### src/rtl/core/mixed_radix_index_converter_defines.svh
// Assertion macros used by the converter top level, which checks itself.
`ifndef MIXED_RADIX_INDEX_CONVERTER_DEFINES_SVH
`define MIXED_RADIX_INDEX_CONVERTER_DEFINES_SVH

// Implication checked on every rising clock edge outside reset.
`define MRC_ASSERT_IMPL(label, ante, cons, msg) \
  label: assert property (@(posedge clk_i) disable iff (!rst_ni) (ante) |-> (cons)) \
    else $error(msg);

// Next-cycle implication checked outside reset.
`define MRC_ASSERT_NEXT(label, ante, cons, msg) \
  label: assert property (@(posedge clk_i) disable iff (!rst_ni) (ante) |=> (cons)) \
    else $error(msg);

`endif

### src/rtl/core/mrc_pkg.sv
`timescale 1ns / 1ps
package mrc_pkg;

  localparam int unsigned NumPos    = 6;
  localparam int unsigned MaxDigits = 6;
  localparam int unsigned ValW      = 32;
  localparam int unsigned DigW      = 8;
  localparam int unsigned ChunkW    = 8;
  localparam int unsigned NumSub    = ValW / ChunkW;

  localparam logic [2:0] RegDigitCount = 3'd0;
  localparam logic [2:0] RegRadix0     = 3'd1;
  localparam logic [2:0] RegRadixLast  = 3'(NumPos);

  localparam logic ActEncode = 1'b0;
  localparam logic ActDecode = 1'b1;

  typedef logic [NumPos-1:0][DigW-1:0] byte_arr_t;

  typedef struct packed {
    logic              action;
    logic [ValW-1:0]   value;
    logic [ValW-1:0]   acc;
    logic [DigW-1:0]   rem;
    logic              ovf;
    byte_arr_t         dig;
  } item_t;

  typedef struct packed {
    logic [DigW-1:0] rem;
    logic [DigW-1:0] quo;
  } div_res_t;

  // Eight restoring division steps: a remainder below the divisor takes in
  // eight more dividend bits and yields eight quotient bits.
  function automatic div_res_t div_step(input logic [DigW-1:0] rem,
                                        input logic [ChunkW-1:0] bits,
                                        input logic [DigW-1:0] dv);
    div_res_t     res;
    logic [DigW:0] t;
    res.rem = rem;
    res.quo = '0;
    for (int b = ChunkW - 1; b >= 0; b--) begin
      t = {res.rem, bits[b]};
      if (t >= {1'b0, dv}) begin
        t = t - {1'b0, dv};
        res.quo[b] = 1'b1;
      end
      res.rem = t[DigW-1:0];
    end
    return res;
  endfunction

endpackage

### src/rtl/core/mrc_cell.sv
`timescale 1ns / 1ps
module mrc_cell import mrc_pkg::*; #(
  parameter int unsigned CellIdx = 0
) (
  input  logic       clk_i,
  input  logic       rst_ni,
  input  logic [2:0] cnt_i,
  input  byte_arr_t  radix_i,
  input  logic       in_valid_i,
  output logic       in_ready_o,
  input  item_t      in_item_i,
  output logic       out_valid_o,
  input  logic       out_ready_i,
  output item_t      out_item_o
);

  localparam logic [2:0] Idx = 3'(CellIdx);

  // Encode works on position CellIdx, decode on the position counted from
  // the least significant end.
  logic            active;
  logic            is_lead;
  logic [2:0]      pos;
  logic [DigW-1:0] rsel;
  logic [DigW-1:0] divisor;

  assign active  = Idx < cnt_i;
  assign pos     = cnt_i - 3'd1 - Idx;
  assign is_lead = (pos == 3'd0);
  assign rsel    = radix_i[pos];
  assign divisor = (rsel == '0) ? DigW'(1) : rsel;

  logic  valid_q [NumSub];
  item_t data_q  [NumSub];
  item_t stage_in  [NumSub];
  item_t stage_out [NumSub];
  logic  vin [NumSub];
  logic  rdy [NumSub+1];

  assign rdy[NumSub] = out_ready_i;
  assign in_ready_o  = rdy[0];
  assign out_valid_o = valid_q[NumSub-1];
  assign out_item_o  = data_q[NumSub-1];

  for (genvar s = 0; s < NumSub; s++) begin : g_sub
    localparam int unsigned ValTop = ValW - 1 - s * ChunkW;

    logic [DigW-1:0] rem_in;
    div_res_t        dr;
    item_t           it;

    if (s == 0) begin : g_first
      assign stage_in[s] = in_item_i;
      assign vin[s]      = in_valid_i;
    end else begin : g_next
      assign stage_in[s] = data_q[s-1];
      assign vin[s]      = valid_q[s-1];
    end

    assign rdy[s] = !valid_q[s] || rdy[s+1];
    assign rem_in = (s == 0) ? '0 : stage_in[s].rem;
    assign dr     = div_step(rem_in, stage_in[s].value[ValTop -: ChunkW], divisor);

    always_comb begin
      it = stage_in[s];
      if (active) begin
        if (it.action == ActEncode) begin
          if (s == 0) begin
            it.acc = 32'(it.acc * radix_i[CellIdx]) + {24'd0, it.dig[CellIdx]};
          end
        end else if (is_lead) begin
          if (s == 0) begin
            if (|it.value[ValW-1:DigW]) begin
              it.dig[0] = '1;
              it.ovf    = 1'b1;
            end else begin
              it.dig[0] = it.value[DigW-1:0];
            end
          end
        end else begin
          it.rem = dr.rem;
          it.value[ValTop -: ChunkW] = dr.quo;
          if (s == NumSub - 1) begin
            it.dig[pos] = dr.rem;
          end
        end
      end
      stage_out[s] = it;
    end

    always_ff @(posedge clk_i or negedge rst_ni) begin
      if (!rst_ni) begin
        valid_q[s] <= 1'b0;
      end else if (rdy[s]) begin
        valid_q[s] <= vin[s];
      end
    end

    always_ff @(posedge clk_i) begin
      if (rdy[s] && vin[s]) begin
        data_q[s] <= stage_out[s];
      end
    end
  end

endmodule

### config.mk
export PLATFORM = sky130hd
export DESIGN_NAME = mrc_cell
export DESIGN_NICKNAME = d
export VERILOG_FILES = /design/src/rtl/core/mixed_radix_index_converter_defines.svh /design/src/rtl/core/mrc_pkg.sv /design/src/rtl/core/mrc_cell.sv
export SDC_FILE = /design/constraint.sdc
export NUM_CORES = 2
export LEC_CHECK = 0
export BUFFER_PORTS_ARGS = -buffer_cell sky130_fd_sc_hd__buf_2
export CORE_MARGIN = 2
export CORE_UTILIZATION = 62
export DETAILED_ROUTE_END_ITERATION = 16
export PLACE_DENSITY_LB_ADDON = 0.05
export SYNTH_ARGS = -nofsm -noshare
export SYNTH_HDL_FRONTEND = slang
export SYNTH_SLANG_ARGS = --single-unit
### constraint.sdc
create_clock -name clk_i -period 27.1 [get_ports clk_i]
set_clock_uncertainty 0.2 [all_clocks]
set_input_delay 2.71 -clock clk_i [delete_from_list [all_inputs] [get_ports clk_i]]
set_output_delay 2.71 -clock clk_i [all_outputs]
set_load 0.01 [all_outputs]
-- Word-level counts from Yosys, hierarchy flattened
Memories as Yosys holds them, arrays and structs flattened.
Cells that the tools add are included.
- reductions and logical operators: 16
- multiplexer cells: 112
- add/subtract/negate cells: 34
- $lt $le $gt $ge: 35
- $mul: 1
- operators by type and width (kind ; number):
    $mux 8 ; 61
    $ge 9x8->1 ; 31
    $sub 8x8->8 ; 31
    $mux 48 ; 3
    $bwmux 48 ; 1
    $mux 1 ; 42
    $mux 41 ; 1
    $add 32x8->32 ; 1
    $mul 32x8->32 ; 1
    $mux 32 ; 1
    $bmux 8 s3 ; 1
    $demux 8 s3 ; 1
    $reduce_or 24->1 ; 1
    $mux 9 ; 1
    $ge 1x8->1 ; 1
    $logic_not 8->1 ; 1
    $sub 1x8->8 ; 1
    $logic_and 1x1->1 ; 5
    $logic_not 1->1 ; 4
    $logic_or 1x1->1 ; 4
    $lt 3x4->1 const B ; 1
    $ge 3x1->1 const B ; 1
    $logic_not 3->1 ; 1
    $lt 1x3->1 const A ; 1
    $sub 3x1->3 const B ; 1
- bits in writable memories: 488
- logic and storage cells: 203
- bits of input ports: 177
- bits in registers: 4
- memories kept: 1
- memories (memory ; words ; width ; rd ports ; clocked after Yosys merged registers in ; write ports ; line ; source):
    data_q ; 4 ; 122 ; 4 ; 0 ; 4 ; mrc_cell.sv:34 ; item_t data_q [NumSub];

-- Logic depth before layout (Yosys ltp)
- depth after elaboration: 25
- depth in mapped cells: 107
- gate-level depth less buffers: 99

-- Worst setup path before layout
OpenSTA, ideal clock, no wires.
- path type: input port to flip-flop
- from: in cnt_i[0]
- to: mem data_q[3][17] (netlist bit), data pin
- data required time: 26.640 ns
- arrival time: 27.594 ns
- stages on the path: 105
- path slack: -0.954 ns
- path buffers: 10
- path through: buf_2 -> clkinv_1 -> ha_1 -> xor2_2 -> buf_6 -> nor2_1 -> a221oi_1 -> nor2_1 -> inv_1 -> nand4_1 -> o311ai_0 -> ha_1 -> nand4_1 -> o21ai_0 -> or3_1 -> o21ai_1 -> buf_2 -> nor2_1 -> (+69 left out) -> a21o_1 -> buf_2 -> mux2i_1 -> ha_1 -> nor2b_1 -> o21ai_0 -> a21boi_0 -> o21ai_0 -> nand2b_1 -> a21o_1 -> a21oi_1 -> o21ai_0 -> a21oi_1 -> nand2_1 -> a211oi_1 -> a21o_1 -> mux2_2 -> mux2_2
- RTL lines (what ; line ; source):
    start: declaration ; mrc_cell.sv:7 ; input logic [2:0] cnt_i,
    end: declaration ; mrc_cell.sv:34 ;

==> flow_metrics.tcl <==
set metrics [dict create \
    synth_fp_nets 4278 \
    place.gp.congestion 0.9768 \
    synth_top_area_share_pct 38.76 \
    final-hold-violation-count 0 \
    min_period_ps 25700 \
    layout-drive-gt1-share_pct 15.38 \
    synth_cells 3591 \
    fp.dieArea_um2 62970 \
    cp_top_family "compound AO/OA/AOI/OAI gates" \
    met2WireLength_mm 50.65 \
    drt_iter0_markers 2376 \
    htree_levels 2 \
    drc_errors 0 \
    final_common_cell "edfxtp_1" \
    wl_met1_mm 42.92 \
    ys_async_sr_fraction_pct 0.8130 \
    crit_buf_inv 13 \
    num_rows 90 \
    status "complete, no violations" \
    clkTransAtPathRegs_ps 70 \
    yosys-top-cells-area "edfxtp_1, ha_1, fa_1" \
    arrival_ps 25830 \
    ant_nets 0 \
    cap_violations 0 \
    relSlewSlack_pct 23.84 \
    worstReg2RegEnd "data_q[1][56]" \
    hold_depth 0 \
    critPathSlowestCell "a222oi_1" \
    highest_layer "met5" \
    cts_buffers 52 \
    r2r_cells 84 \
    nets 4590 \
    worst-setup-path-type "input pin to register" \
    die_w_um 250.9 \
    io_buffers 300 \
    syn_area_per_cell_um2 10.53 \
    clock_latency_ps 630 \
    min_to "data_q[3][109]" \
    slew_violations 0 \
    drtPass1Iterations 5 \
    via_per_inst 6.085 \
    io_pins 301 \
    end_kind "register" \
    synth_area_leader_cell "edfxtp_1" \
    fin_crit_sh_pct 94.83 \
    hold-worst-slack_ps 216.0 \
    ys.flop_type "edfxtp_1" \
    max_stage_delay_ps 500 \
    root_buffer "clkbuf_16" \
    holdCritStartpoint "data_q[2][109]" \
    start_util_pct 62.63 \
    path_max_fanout 15 \
    area_growth_pct 11.74 \
    setup_viol 0 \
    grt_max_degree 67 \
    cts_tree "yes" \
    overflow 0 \
    wl_mm 104.7 \
    tightest_slew_ps 1140 \
    dpl.hpwl_mm 76.41 \
    synth.distinct_cells 94 \
    r2r-start "data_q[0][50]" \
    max_freq_mhz 38.91 \
    coreArea_um2 60360 \
    syn_area_um2 37810 \
    wl_per_cell_um 22.09 \
    crit_cells 96 \
    grtUsageTotal_pct 33.09 \
    grt_pass1_vias 29250 \
    max-clock-path-buffers 3 \
    r2r_slack_ps 6540 \
    fp.dieH_um 250.9 \
    cp.required_ps 27230 \
    synth_edf_count 488 \
    num-fill-cells 4432 \
    ys_seq_area_share_pct 39.03 \
    cp_common_cell "o21ai_0" \
    cp-start-kind "input pin" \
    met3_length_mm 7.853 \
    clock-sinks 492 \
    layout_common_cells "edfxtp_1, inv_1, nand2_1" \
    vias 28824 \
    grt_pass1_wl_mm 161.5 \
    yosys_warnings 0 \
    ys_seq_elements 492 \
    antenna_found_initial 10 \
    hold_class "register to register" \
]
## routing by layer
| layer | vias to the layer above | track usage [%] |
|---|---|---|
| met5 | - | 0 |
| li1 | 13385 | - |
| met1 | 14016 | 43.77 |
| met4 | 4 | 10.66 |
| met3 | 230 | 5.074 |
| met2 | 1189 | 56.29 |
## cells by family (layout without fill, tap and decap cells)
kind of cell | after synthesis | in the layout | synth area share (%)
AND/OR/NAND/NOR | 1031 | 1031 | 13.36
AO/OA/AOI/OAI | 761 | 761 | 12.87
adder cells (fa/ha/maj) | 510 | 510 | 20.73
flip-flops | 492 | 492 | 39.03
buffers and inverters | 435 | 791 | 4.471
multiplexers | 187 | 187 | 5.471
XOR/XNOR | 175 | 175 | 4.074
other | 0 | 8 | 0
## repair_timing
action	CTS	global route
setup endpoints to repair	0	84
buffers inserted	0	10
hold buffers	0	0
gates resized for setup	0	32
## worst reg2reg max path: cells and delay by family, from the launching register on
| kind | cells | cell delay, ps |
|---|---|---|
| mux | 6 | 1500 |
| compound gates | 47 | 11430 |
| buf+inv | 8 | 910 |
| simple gates | 15 | 3280 |
| fa+ha+maj | 8 | 2480 |
| flops | 1 | 510 |
## worst max-delay path by stage
stage	from	endpoint	slack [ps]
5_1_grt	cnt_i[0]	data_q[1][56]	-20
3_3_place_gp	cnt_i[0]	data_q[1][56]	-10
4_1_cts	cnt_i[0]	data_q[1][56]	250
6_report	cnt_i[0]	data_q[1][56]	1400
2_1_floorplan	cnt_i[0]	data_q[3][17]	190
3_5_place_dp	cnt_i[0]	data_q[1][56]	-340
## final cells by class
cell class	instances	area [um2]	share of cell area (%)
clock inverter	35	355.3	0.8412
clock buffer	63	1343	3.178
sequential	492	14750	34.93
timing repair buffer	349	1932	4.573
tap	782	978.4	2.316
antenna	8	20.02	0.04739
multi-input combinational	2664	21560	51.05
inverter	344	1295	3.066
## through the flow
| stage | util (%) | instances | setup slack (ps) | area, um2 | setup TNS (ps) |
|---|---|---|---|---|---|
| final | 69.99 | 4737 | 1400 | 42240 | 0 |
| after global routing | 69.98 | 4736 | -19.51 | 42240 | -32.59 |
| after CTS | 69.47 | 4719 | 252.5 | 41930 | 0 |
| after floorplan | - | 3591 | 189.7 | 37810 | 0 |
| after detailed placement | 66.66 | 4621 | -342.7 | 40230 | -2997 |
| after global placement | 66.66 | 4621 | -13.54 | 40230 | -27.05 |
## sequential cells by signal, summed over array words and instances (netlist names)
name,count
data_q,488
valid_q,3
out_valid_o,1
## Yosys cell counts (25+ instances only)
| cell | instances |
|---|---|
| edfxtp_1 | 488 |
| inv_1 | 343 |
| nand2_1 | 329 |
| ha_1 | 316 |
| o21ai_0 | 226 |
| nor2_1 | 212 |
| fa_1 | 194 |
| a21oi_1 | 179 |
| and2_1 | 152 |
| xnor2_1 | 107 |
| mux2_2 | 100 |
| a21o_1 | 83 |
| mux2i_1 | 76 |
| clkbuf_1 | 72 |
| xor2_1 | 67 |
| nor2b_1 | 65 |
| nor3_1 | 58 |
| nand3_1 | 57 |
| o21a_1 | 41 |
| nand2b_1 | 36 |
| a21boi_0 | 33 |
| nand4_1 | 29 |
| a211oi_1 | 25 |
Power is not shown: default switching activity piles up to over one toggle a cycle in this logic, so the estimate is an artifact.
